File: config.mk
export PLATFORM = sky130hd
export DESIGN_NAME = remote_status_line_parser
export DESIGN_NICKNAME = d
export VERILOG_FILES = /design/src/sv/rslp_pkg.sv /design/src/sv/rslp_finish.sv /design/src/sv/remote_status_line_parser.sv
export SDC_FILE = /design/constraint.sdc
export NUM_CORES = 1
export LEC_CHECK = 0
export ABC_AREA = 1
export BUFFER_PORTS_ARGS = -buffer_cell sky130_fd_sc_hd__buf_2
export CORE_MARGIN = 2
export CORE_UTILIZATION = 40
export CTS_CLUSTER_DIAMETER = 80
export DETAILED_ROUTE_END_ITERATION = 10
export GPL_TIMING_DRIVEN = 0
export PLACE_DENSITY = 0.56
export SKIP_CTS_REPAIR_TIMING = 1
export SLEW_MARGIN = 20
export SYNTH_ARGS = -nofsm -noshare
export SYNTH_HDL_FRONTEND = slang
export SYNTH_SLANG_ARGS = --single-unit
File: constraint.sdc
create_clock -name clk_i -period 8.6 [get_ports clk_i]
set_input_delay 0.86 -clock clk_i [delete_from_list [all_inputs] [get_ports clk_i]]
set_output_delay 0.86 -clock clk_i [all_outputs]
set_load 0.05 [all_outputs]
File: src/sv/rslp_pkg.sv
`timescale 1ns / 1ps
// ----------------------------------------------------------------------------
// Remote status line parser package
// Beat types, event codes, keyword table and value-scaling constants.
// ----------------------------------------------------------------------------
package rslp_pkg;

  typedef struct packed {
    logic [7:0] char_byte;
    logic       line_end;
  } in_beat_t;

  typedef struct packed {
    logic        parse_ok;
    logic [3:0]  event_kind;
    logic [7:0]  node_id;
    logic [31:0] status_value;
  } out_beat_t;

  typedef enum logic [3:0] {
    KIND_NONE  = 4'd0,
    KIND_RUN   = 4'd1,
    KIND_STOP  = 4'd2,
    KIND_VOLT  = 4'd3,
    KIND_PHASE = 4'd4,
    KIND_TRIP  = 4'd5,
    KIND_FREQ  = 4'd6,
    KIND_READY = 4'd7,
    KIND_MCLK  = 4'd8
  } event_kind_e;

  typedef struct packed {
    event_kind_e event_kind;
    logic [7:0]  node_id;
    logic [31:0] magnitude;
    logic        overflow;
    logic        negative;
  } line_sum_t;

  localparam int KW_COUNT   = 8;
  localparam int KW_MAX_LEN = 10;

  localparam logic [7:0] KW_TEXT [KW_COUNT][KW_MAX_LEN] = '{
    '{"r", "u", "n", 8'h00, 8'h00, 8'h00, 8'h00, 8'h00, 8'h00, 8'h00},
    '{"s", "t", "o", "p", 8'h00, 8'h00, 8'h00, 8'h00, 8'h00, 8'h00},
    '{"s", "t", "a", "t", ":", "v", "o", "l", "t", 8'h00},
    '{"s", "t", "a", "t", ":", "p", "h", "a", "s", 8'h00},
    '{"s", "t", "a", "t", ":", "t", "c", "u", "r", "r"},
    '{"s", "t", "a", "t", ":", "f", "r", "e", "q", 8'h00},
    '{"s", "t", "a", "t", ":", "r", "e", "a", "d", "y"},
    '{"s", "t", "a", "t", ":", "m", "c", "l", "k", 8'h00}
  };

  localparam logic [3:0] KW_LEN [KW_COUNT] = '{
    4'd3, 4'd4, 4'd9, 4'd9, 4'd10, 4'd9, 4'd10, 4'd9
  };

  localparam logic [7:0]  NO_NODE    = 8'hFF;
  localparam logic [31:0] SIGNED_MAX = 32'h7FFF_FFFF;
  localparam logic [31:0] ALL_ONES   = 32'hFFFF_FFFF;

  // floor(n / 1000) == (n * VOLT_RECIP) >> VOLT_SHIFT for every n below 2^31
  localparam logic [31:0] VOLT_RECIP = 32'd2199023256;
  localparam int          VOLT_SHIFT = 41;
  localparam int          QUOT_W     = 22;

  function automatic logic [7:0] kw_char(logic [2:0] idx, logic [3:0] off);
    logic [7:0] r;
    r = 8'h00;
    if (off < 4'(KW_MAX_LEN)) begin
      r = KW_TEXT[idx][off];
    end
    return r;
  endfunction

endpackage

File: src/sv/rslp_finish.sv
`timescale 1ns / 1ps
// ----------------------------------------------------------------------------
// Remote status line parser: result finishing pipeline
// Clamps the magnitude, scales volts by 1/1000, applies the sign and
// registers the result beat with its own valid/stall handshake.
// ----------------------------------------------------------------------------
module rslp_finish (
  input  logic                  clk_i,
  input  logic                  rst_ni,
  input  logic                  sum_valid_i,
  input  rslp_pkg::line_sum_t   sum_i,
  output logic                  sum_ready_o,
  output logic                  out_valid_o,
  output rslp_pkg::out_beat_t   out_data_o,
  input  logic                  out_stall_i
);

  logic                        out_ready, c_ready, b_ready;
  logic                        b_valid_q;
  rslp_pkg::line_sum_t         b_sum_q;
  logic                        b_signed;
  logic [31:0]                 b_base;
  logic [62:0]                 b_prod;

  logic                        c_valid_q;
  rslp_pkg::event_kind_e       c_kind_q;
  logic [7:0]                  c_id_q;
  logic [31:0]                 c_base_q;
  logic [rslp_pkg::QUOT_W-1:0] c_quot_q;
  logic                        c_ovf_q;
  logic                        c_neg_q;
  logic [31:0]                 c_mag;
  logic [31:0]                 c_value;

  logic                        out_valid_q;
  rslp_pkg::out_beat_t         out_data_q;

  assign out_ready   = !out_valid_q || !out_stall_i;
  assign c_ready     = !c_valid_q || out_ready;
  assign b_ready     = !b_valid_q || c_ready;
  assign sum_ready_o = b_ready;

  always_comb begin
    b_signed = (b_sum_q.event_kind inside
                {rslp_pkg::KIND_VOLT, rslp_pkg::KIND_PHASE, rslp_pkg::KIND_TRIP});
    b_base   = b_sum_q.magnitude;
    if (b_signed && (b_sum_q.overflow || b_sum_q.magnitude[31])) begin
      b_base = rslp_pkg::SIGNED_MAX;
    end
    b_prod = b_base[30:0] * rslp_pkg::VOLT_RECIP;
  end

  always_comb begin
    c_mag = c_base_q;
    if (c_kind_q == rslp_pkg::KIND_VOLT) begin
      c_mag = 32'(c_quot_q);
    end
    c_value = c_neg_q ? (32'd0 - c_mag) : c_mag;
    case (c_kind_q)
      rslp_pkg::KIND_VOLT, rslp_pkg::KIND_PHASE, rslp_pkg::KIND_TRIP: begin
      end
      rslp_pkg::KIND_FREQ, rslp_pkg::KIND_READY, rslp_pkg::KIND_MCLK: begin
        if (c_ovf_q) begin
          c_value = rslp_pkg::ALL_ONES;
        end
      end
      default: begin
        c_value = '0;
      end
    endcase
  end

  always_ff @(posedge clk_i or negedge rst_ni) begin
    if (!rst_ni) begin
      b_valid_q   <= 1'b0;
      c_valid_q   <= 1'b0;
      out_valid_q <= 1'b0;
    end else begin
      if (b_ready) begin
        b_valid_q <= sum_valid_i;
      end
      if (c_ready) begin
        c_valid_q <= b_valid_q;
      end
      if (out_ready) begin
        out_valid_q <= c_valid_q;
      end
    end
  end

  always_ff @(posedge clk_i) begin
    if (sum_valid_i && b_ready) begin
      b_sum_q <= sum_i;
    end
    if (b_valid_q && c_ready) begin
      c_kind_q <= b_sum_q.event_kind;
      c_id_q   <= b_sum_q.node_id;
      c_base_q <= b_base;
      c_quot_q <= b_prod[rslp_pkg::VOLT_SHIFT +: rslp_pkg::QUOT_W];
      c_ovf_q  <= b_sum_q.overflow;
      c_neg_q  <= b_sum_q.negative;
    end
    if (c_valid_q && out_ready) begin
      out_data_q.parse_ok     <= (c_kind_q != rslp_pkg::KIND_NONE);
      out_data_q.event_kind   <= c_kind_q;
      out_data_q.node_id      <= c_id_q;
      out_data_q.status_value <= c_value;
    end
  end

  assign out_valid_o = out_valid_q;
  assign out_data_o  = out_data_q;

endmodule

File: src/sv/remote_status_line_parser.sv
`timescale 1ns / 1ps
// ----------------------------------------------------------------------------
// Remote status line parser
// Parses one text line per result: node prefix, run/stop commands and
// status keywords with a decimal value.
// ----------------------------------------------------------------------------
// Throughput: one byte beat per cycle while in_stall_o is low, with no gap between lines.
// Result path: after the line's last byte is accepted, the result beat passes
//   through the three-stage finishing pipeline (clamp and multiply, scale
//   and sign, output register), which the receiver can stall.
// Reset: line state returns to its idle values and the pipeline empties;
//   line state also clears after every last byte.
// ----------------------------------------------------------------------------
module remote_status_line_parser #(
  parameter int LINE_BYTES = 64
) (
  input  logic                 clk_i,
  input  logic                 rst_ni,
  input  logic                 in_valid_i,
  input  rslp_pkg::in_beat_t   in_data_i,
  output logic                 in_stall_o,
  output logic                 out_valid_o,
  output rslp_pkg::out_beat_t  out_data_o,
  input  logic                 out_stall_i
);

  localparam int              CW        = $clog2(LINE_BYTES);
  localparam logic [CW-1:0]   COUNT_MAX = CW'(LINE_BYTES - 1);

  typedef enum logic [1:0] {
    PFX_START = 2'd0,
    PFX_MARK  = 2'd1,
    PFX_HEX   = 2'd2,
    PFX_DONE  = 2'd3
  } pfx_stage_e;

  typedef enum logic [2:0] {
    NUM_IDLE   = 3'd0,
    NUM_SEP    = 3'd1,
    NUM_WS     = 3'd2,
    NUM_DIGITS = 3'd3,
    NUM_DONE   = 3'd4
  } num_phase_e;

  logic [CW-1:0] count_q, count_d;
  logic          ended_q, ended_d;
  pfx_stage_e    pfx_q, pfx_d;
  logic [7:0]    id_q, id_d;
  logic [7:0]    alive_q, alive_d;
  logic [3:0]    off_q, off_d;
  num_phase_e    num_q, num_d;
  logic          neg_q, neg_d;
  logic [31:0]   mag_q, mag_d;
  logic          ovf_q, ovf_d;

  logic                in_acc;
  logic                sum_ready;
  rslp_pkg::line_sum_t sum;
  logic [7:0]          raw, ch;
  logic                is_dig, is_hex;
  logic [3:0]          hex_nib;
  logic [35:0]         dig_sum;
  logic                body, skip, do_add;
  logic [7:0]          keep;

  assign in_stall_o = !sum_ready;
  assign in_acc     = in_valid_i && !in_stall_o;
  assign raw        = in_data_i.char_byte;

  always_comb begin
    ch      = (raw inside {[8'h41:8'h5A]}) ? (raw + 8'd32) : raw;
    is_dig  = (ch inside {["0":"9"]});
    is_hex  = (ch inside {["0":"9"], ["a":"f"]});
    hex_nib = is_dig ? ch[3:0] : (ch[3:0] + 4'd9);
    dig_sum = ({4'h0, mag_q} << 3) + ({4'h0, mag_q} << 1) + 36'(ch[3:0]);
  end

  always_comb begin
    count_d = count_q;
    ended_d = ended_q;
    pfx_d   = pfx_q;
    id_d    = id_q;
    alive_d = alive_q;
    off_d   = off_q;
    num_d   = num_q;
    neg_d   = neg_q;
    mag_d   = mag_q;
    ovf_d   = ovf_q;
    body    = 1'b0;
    skip    = 1'b0;
    do_add  = 1'b0;
    keep    = '0;
    sum     = '{event_kind: rslp_pkg::KIND_NONE, node_id: id_q, magnitude: mag_q,
                overflow: ovf_q, negative: neg_q};

    if (in_acc && !ended_q && (count_q < COUNT_MAX)) begin
      if (raw == 8'h00) begin
        ended_d = 1'b1;
      end else begin
        count_d = count_q + CW'(1);
        body    = 1'b1;
        case (pfx_q)
          PFX_START: begin
            if (ch == "#" || ch == "@") begin
              pfx_d   = PFX_MARK;
              alive_d = '0;
              body    = 1'b0;
            end else begin
              pfx_d = PFX_DONE;
            end
          end
          PFX_MARK: begin
            pfx_d = PFX_DONE;
            body  = 1'b0;
            if (is_hex) begin
              id_d    = {4'h0, hex_nib};
              pfx_d   = PFX_HEX;
              alive_d = '1;
              off_d   = '0;
            end
          end
          PFX_HEX: begin
            if (is_hex) begin
              id_d = {4'h0, hex_nib};
            end else begin
              pfx_d = PFX_DONE;
            end
          end
          default: begin
          end
        endcase

        if (body) begin
          if (num_q != NUM_IDLE) begin
            num_d = num_q;
            if (num_d == NUM_SEP) begin
              if (ch == " " || ch == ":") begin
                skip = 1'b1;
              end else begin
                num_d = NUM_WS;
              end
            end
            if (!skip && num_d == NUM_WS) begin
              if (ch == " " || (ch inside {[8'd9:8'd13]})) begin
                num_d = NUM_WS;
              end else if (ch == "+" || ch == "-") begin
                neg_d = (ch == "-");
                num_d = NUM_DIGITS;
              end else if (is_dig) begin
                do_add = 1'b1;
                num_d  = NUM_DIGITS;
              end else begin
                num_d = NUM_DONE;
              end
            end else if (!skip && num_d == NUM_DIGITS) begin
              if (is_dig) begin
                do_add = 1'b1;
              end else begin
                num_d = NUM_DONE;
              end
            end
            if (do_add && !ovf_q) begin
              if (dig_sum[35:32] != 4'h0) begin
                ovf_d = 1'b1;
              end else begin
                mag_d = dig_sum[31:0];
              end
            end
          end else if (!(id_d != rslp_pkg::NO_NODE && off_q == 4'd0 &&
                         (ch == " " || ch == ":")) && alive_q != 8'h00) begin
            for (int i = 0; i < rslp_pkg::KW_COUNT; i++) begin
              keep[i] = alive_q[i] && (off_q < rslp_pkg::KW_LEN[i]) &&
                        (rslp_pkg::kw_char(3'(i), off_q) == ch);
            end
            alive_d = keep;
            off_d   = (off_q != 4'hF) ? (off_q + 4'd1) : off_q;
            for (int i = 2; i < rslp_pkg::KW_COUNT; i++) begin
              if (keep[i] && off_d == rslp_pkg::KW_LEN[i]) begin
                num_d = NUM_SEP;
              end
            end
          end
        end
      end
    end

    if (num_d != NUM_IDLE) begin
      for (int i = 2; i < rslp_pkg::KW_COUNT; i++) begin
        if (alive_d[i]) begin
          sum.event_kind = rslp_pkg::event_kind_e'(4'(i + 1));
        end
      end
    end else if (alive_d[0] && off_d == 4'd3) begin
      sum.event_kind = rslp_pkg::KIND_RUN;
    end else if (alive_d[1] && off_d == 4'd4) begin
      sum.event_kind = rslp_pkg::KIND_STOP;
    end
    sum.node_id   = id_d;
    sum.magnitude = mag_d;
    sum.overflow  = ovf_d;
    sum.negative  = neg_d;

    if (in_acc && in_data_i.line_end) begin
      count_d = '0;
      ended_d = 1'b0;
      pfx_d   = PFX_START;
      id_d    = rslp_pkg::NO_NODE;
      alive_d = '1;
      off_d   = '0;
      num_d   = NUM_IDLE;
      neg_d   = 1'b0;
      mag_d   = '0;
      ovf_d   = 1'b0;
    end
  end

  always_ff @(posedge clk_i or negedge rst_ni) begin
    if (!rst_ni) begin
      count_q <= '0;
      ended_q <= 1'b0;
      pfx_q   <= PFX_START;
      id_q    <= rslp_pkg::NO_NODE;
      alive_q <= '1;
      off_q   <= '0;
      num_q   <= NUM_IDLE;
      neg_q   <= 1'b0;
      mag_q   <= '0;
      ovf_q   <= 1'b0;
    end else begin
      count_q <= count_d;
      ended_q <= ended_d;
      pfx_q   <= pfx_d;
      id_q    <= id_d;
      alive_q <= alive_d;
      off_q   <= off_d;
      num_q   <= num_d;
      neg_q   <= neg_d;
      mag_q   <= mag_d;
      ovf_q   <= ovf_d;
    end
  end

  rslp_finish u_finish (
    .clk_i       (clk_i),
    .rst_ni      (rst_ni),
    .sum_valid_i (in_acc && in_data_i.line_end),
    .sum_i       (sum),
    .sum_ready_o (sum_ready),
    .out_valid_o (out_valid_o),
    .out_data_o  (out_data_o),
    .out_stall_i (out_stall_i)
  );

  assert property (@(posedge clk_i) disable iff (!rst_ni)
    in_acc && in_data_i.line_end |=>
      count_q == '0 && alive_q == 8'hFF && num_q == NUM_IDLE && !ovf_q)
    else $error("line state not cleared after last beat");

  assert property (@(posedge clk_i) disable iff (!rst_ni)
    id_q == rslp_pkg::NO_NODE || id_q[7:4] == 4'h0)
    else $error("node id outside prefix range");

  assert property (@(posedge clk_i) disable iff (!rst_ni)
    num_q != NUM_IDLE |-> alive_q[1:0] == 2'b00)
    else $error("command keyword alive during number parse");

  assert property (@(posedge clk_i) disable iff (!rst_ni)
    out_valid_o && !out_data_o.parse_ok |->
      out_data_o.status_value == '0 && out_data_o.event_kind == rslp_pkg::KIND_NONE)
    else $error("failed line carries a value or kind");

endmodule

After elaboration in Yosys (flattened, before gate mapping)

Memories as Yosys holds them, arrays and structs flattened.
Cells that the tools add are included.
W data, S select, Z words.

Memory bits (read-only): 1024
Register bits: 228
Output and inout port bits: 47
Memories: 8

$lt $le $gt $ge: 14
$mul: 1
Reductions and logical operators: 78
Equality and inequality tests: 36
Muxes and demuxes: 183
Add/sub/neg operators: 7
Bitwise operators: 1

Memory list:

| memory          | words | width | rd ports | clocked after Yosys merged registers in | wr ports | RTL line       | source |
|---|---|---|---|---|---|---|---|
| (no name shown) | 16    | 8     | 1        | 0                                       | 0        | rslp_pkg.sv:71 | `r = KW_TEXT[idx][off];` |
| (no name shown) | 16    | 8     | 1        | 0                                       | 0        | rslp_pkg.sv:71 |  |
| (no name shown) | 16    | 8     | 1        | 0                                       | 0        | rslp_pkg.sv:71 |  |
| (no name shown) | 16    | 8     | 1        | 0                                       | 0        | rslp_pkg.sv:71 |  |
| (no name shown) | 16    | 8     | 1        | 0                                       | 0        | rslp_pkg.sv:71 |  |
| (no name shown) | 16    | 8     | 1        | 0                                       | 0        | rslp_pkg.sv:71 |  |
| 2 more memories | -     | -     | -        | -                                       | -        | -              |  |

Operators with widths:

| kind                     | count |
|---|---|
| $mux W8                  | 80 |
| $mux W32                 | 10 |
| $mux W3                  | 24 |
| $eq A8 B8 Y1             | 8 |
| $mux W4                  | 16 |
| $pmux W32 S2             | 1 |
| $mul A31 B29 Y60 const B | 1 |
| $logic_and A1 B1 Y1      | 42 |
| $eq A8 B6 Y1 const B     | 5 |
| $mux W1                  | 37 |
| $add A35 B33 Y36         | 1 |
| $add A36 B4 Y36          | 1 |
| $sub A1 B32 Y32 const A  | 1 |
| $mux W31                 | 1 |
| $eq A4 B3 Y1 const B     | 7 |
| $mux W6                  | 3 |
| $ge A8 B7 Y1 const B     | 2 |
| $le A8 B7 Y1 const B     | 2 |
| $mux W2                  | 8 |
| $pmux W8 S2              | 1 |
| $eq A4 B2 Y1 const B     | 3 |
| $eq A4 B4 Y1 const B     | 3 |
| $reduce_bool A4 Y1       | 3 |
| $logic_not A1 Y1         | 9 |
| 36 further kinds         | 51 |

Depth between registers and ports, before layout

Word-level depth: 36
Gate-level depth with buffers: 39
Depth with buffers taken out: 38

Hierarchy

A second synthesis with hierarchy kept.

Cell total of the unflattened synthesis: 3449
Area total of the unflattened synthesis: 29413.2 um2

By module, submodules not included:

| module                    | area an instance (um2) | sequential area each (um2) | cells each | times used |
|---|---|---|---|---|
| rslp_finish               | 21820.9                | 4849.7                     | 2357       | 1 |
| remote_status_line_parser | 7592.3                 | 1671.6                     | 1092       | 1 |

Least setup slack after synthesis

OpenSTA, ideal clock, no wires.

Path type: register to register
Start: register u_finish.b_sum_q[43] (netlist bit)
End: register u_finish.c_quot_q[16] (netlist bit), data pin
Setup time: 259 ps
Arrival time: 7288 ps
Path slack: 1053 ps
Cell stages (with the launch flop): 37
Path buffers: 2
Clock period less this slack: 7547 ps
Required time: 8341 ps
Path through: edfxtp_1 -> nand2_1 -> inv_1 -> o21ai_0 -> nor2_1 -> inv_1 -> clkbuf_1 -> clkbuf_1 -> nand2_1 -> ha_1 -> fa_1 -> fa_1 -> inv_1 -> fa_1 -> inv_1 -> fa_1 -> fa_1 -> fa_1 -> inv_1 -> fa_1 -> inv_1 -> ha_1 -> nand2_1 -> nor2_1 -> inv_1 -> nor2_1 -> inv_1 -> nor2_1 -> nand4_1 -> o2111ai_1 -> nand2_1 -> nand2_1 -> nand2_1 -> o21bai_1 -> nand2_1 -> nand2_1 -> xor2_1

Longest elaborated chain between the ends: 5

RTL lines:

| item                                         | RTL line          | source |
|---|---|---|
| start, declared                              | rslp_finish.sv:20 | `rslp_pkg::line_sum_t b_sum_q;` |
| start signal, assigned                       | rslp_finish.sv:93 | `b_sum_q <= sum_i;` |
| $eq A4 B2 Y1 or $eq A4 B3 Y1 (tied branches) | rslp_finish.sv:44 | `b_signed = (b_sum_q.event_kind inside` |
| $reduce_bool A3 Y1 *                         | rslp_finish.sv:44 |  |
| $logic_and A1 B1 Y1 *                        | rslp_finish.sv:47 | `if (b_signed && (b_sum_q.overflow \|\| b_sum_q.magnitude[31])) begin` |
| $mux W31 *                                   | rslp_finish.sv:47 |  |
| via u_finish.b_base[17]                      | rslp_finish.sv:22 | `logic [31:0] b_base;` |
| $mul A31 B29 Y60 *                           | rslp_finish.sv:50 | `b_prod = b_base[30:0] * rslp_pkg::VOLT_RECIP;` |
| via u_finish.b_prod[57]                      | rslp_finish.sv:23 | `logic [62:0] b_prod;` |
| end signal, assigned                         | rslp_finish.sv:99 | `c_quot_q <= b_prod[rslp_pkg::VOLT_SHIFT +: rslp_pkg::QUOT_W];` |
| end, declared                                | rslp_finish.sv:29 | `logic [rslp_pkg::QUOT_W-1:0] c_quot_q;` |

Mark *: on every way through the listed nets, which the timed path passes. The rest lies on a longest branch.
A chain may end at the register's enable or synchronous reset.

Worst setup path in the final report

Ends and elaborated chain as after synthesis.

==> metrics <==
largest net degree at the start of global routing 61; Vias/cell 5.05; syn avg cell area 8.74 um2; # nets final ~4000; leading area contributor after synthesis fa_1; Via Count 21900; Synth Instances 3265; Skew-Pair Late Insertion Delay 570 ps; Routed WL 79.0 mm; Ports 60; WS Path Type register to register; r2r setup slk between 300 and 400 ps; #FFs+latches synth 228; FF-to-FF path depth 36; share of the synthesized area in the top cell type 0.203; Seq/Total Area, Yosys 0.229; number of clock sinks between 200 and 250; drt pass-1 iters 5; crit path launch type register; CTS buffer count 29; cell mode on critical path nand2_1; FF-to-FF End u_finish.c_quot_q[16]; Initial Util 0.406; Post-synth top cells inv_1, nand2_1, ha_1; layout cells sized above 1 0.0880; vias in the first global route around 22000; worst path arrival time 8620 ps; CTS clk-pin slew, worst paths approximately 70 ps; Iter 0 DRT Violations about 1300; first-pass GRT wire length roughly 120 mm; Global Route Usage Sum 0.215; Final Non-Filler Cells 4338; Tmin final 8210 ps; Highest Clock Rate roughly 0.12 GHz; most frequent cell after synthesis inv_1; TritonCTS clock tree done; Max stage delay on crit path 550 ps; WL/cell 18.2 um; Critical Path RT around 9000 ps; grt ovf 0; Synth warnings 0; Synth-to-Final Area Change 10.7%; Port Buf Inserts 59; status finished clean; dpl hpwl 65.3 mm; H-Tree Depth 1; Die Ht approximately 270 um; Placer Congestion between 0.9 and 1; Rows 97; Final setup viols 0; CTS Root Buffer Type clkbuf_16; Pins Over Slew Limit 0; Synth async-reset ratio 0.303; Longest Clk Path Bufs 3; Area contributors post-synth fa_1, ha_1, edfxtp_1, inv_1, nand2_1; Max-slew headroom 0.503; syn_nets 4012; DRC viols 0; Hold Vio Cnt, Final 0; die area around 73000 um2; reg2reg start u_finish.b_sum_q[43]; DP Cell Count 4268; initial antenna violation count 1; Post-synth EDFFs 159; mapped cell area 28500 um2; fin crit share 0.955; Crit Path Max Fanout 7; ys flop type edfxtp_1; Hold Crit Class input pin to asynchronous set/reset pin; Die X 271 um; Slew @ Worst Pin ~750 ps; CP max stage cell fa_1; Worst setup EP type register; post-synthesis cell type count 65; Routed Antenna Nets 0; Setup Skew between 15 and 20 ps; Max Cap Violations 0; core footprint 70300 um2; ANT cells 0
## cell families (layout without fill, tap and decap cells)
group | count (synthesis) | count (layout) | share of synthesized area
xor+xnor | 87 | 87 | 0.0267
compound gates | 430 | 430 | 0.0853
fa+ha+maj | 734 | 734 | 0.398
flops | 228 | 228 | 0.229
buf+inv | 786 | 918 | 0.106
simple gates | 993 | 994 | 0.153
mux | 7 | 7 | 0.00259
## registers in the layout, summed over array words and instances (netlist names), 2 cells and up
| name | count |
|---|---|
| id_q | 8 |
| u_finish.c_id_q | 8 |
| mag_q | 32 |
| u_finish.c_base_q | 32 |
| u_finish.c_kind_q | 4 |
| u_finish.b_sum_q | 46 |
| pfx_q | 2 |
| num_q | 3 |
| u_finish.c_quot_q | 22 |
| off_q | 4 |
| alive_q | 8 |
| u_finish.out_data_o | 45 |
| count_q | 6 |
## area by class of cell
type	instances	area, um2
Buffer	44	270
Multi-Input combinational cell	2252	19300
Tap cell	940	1180
Fill cell	6992	38700
Clock inverter	22	256
Inverter	742	2810
Timing Repair Buffer	79	528
Clock buffer	31	733
Sequential cell	228	6520
## through the flow
stage / hold slack, ps / area [um2] / setup TNS (ps) / util / worst slack (ps)
detailed placement: 405 / 30100 / -11600 / 0.429 / -892
floorplan: 400 / 28500 / 0 / - / 1050
global route: 172 / 31600 / -14.0 / 0.449 / -14.0
finish: 176 / 31600 / 0 / 0.449 / 386
CTS: 152 / 31100 / -12780 / 0.443 / -955
global placement: 402 / 30000 / -11350 / 0.427 / -917
## cells in the final DEF (no fill, tap or decap), types with 44 or more instances in the layout
cell / n
a21oi_1: 174
buf_2: 70
dfrtp_1: 53
edfxtp_1: 159
fa_1: 289
ha_1: 445
inv_1: 725
nand2_1: 468
nand3_1: 84
nand4_1: 44
nor2_1: 237
o21ai_0: 122
xor2_1: 62
## worst max-delay path: cells and delay by family, from the launching register on
family / cells / cell delay (ps)
AND/OR/NAND/NOR: 14 / 1860
buffers and inverters: 8 / 930
XOR/XNOR: 1 / 180
flip-flops: 1 / 450
adder cells (fa/ha/maj): 8 / 3830
AO/OA/AOI/OAI: 5 / 770
## worst max path at each step
stage	startpoint	endpoint	slack, ps	cells after the start
6_report	u_finish.b_sum_q[43]	u_finish.c_quot_q[16]	390	36
5_1_grt	u_finish.b_sum_q[43]	u_finish.c_quot_q[16]	-10	36
4_1_cts	u_finish.b_sum_q[43]	u_finish.c_quot_q[16]	-960	35
3_5_place_dp	u_finish.b_sum_q[43]	u_finish.c_quot_q[16]	-890	35
3_3_place_gp	u_finish.b_sum_q[43]	u_finish.c_quot_q[16]	-920	35
2_1_floorplan	u_finish.b_sum_q[43]	u_finish.c_quot_q[16]	1050	36
## per-layer routing
layer / track usage / vias to the layer above / routed length (um)
li1: - / 10700 / -
met1: 0.293 / 10600 / 35900
met2: 0.362 / 507 / 37000
met3: 0.0233 / 140 / 3520
met4: 0.0600 / 2 / 2520
met5: 0 / - / 13
Power is not shown: default switching activity piles up to over one toggle a cycle in this logic, so the estimate is an artifact.
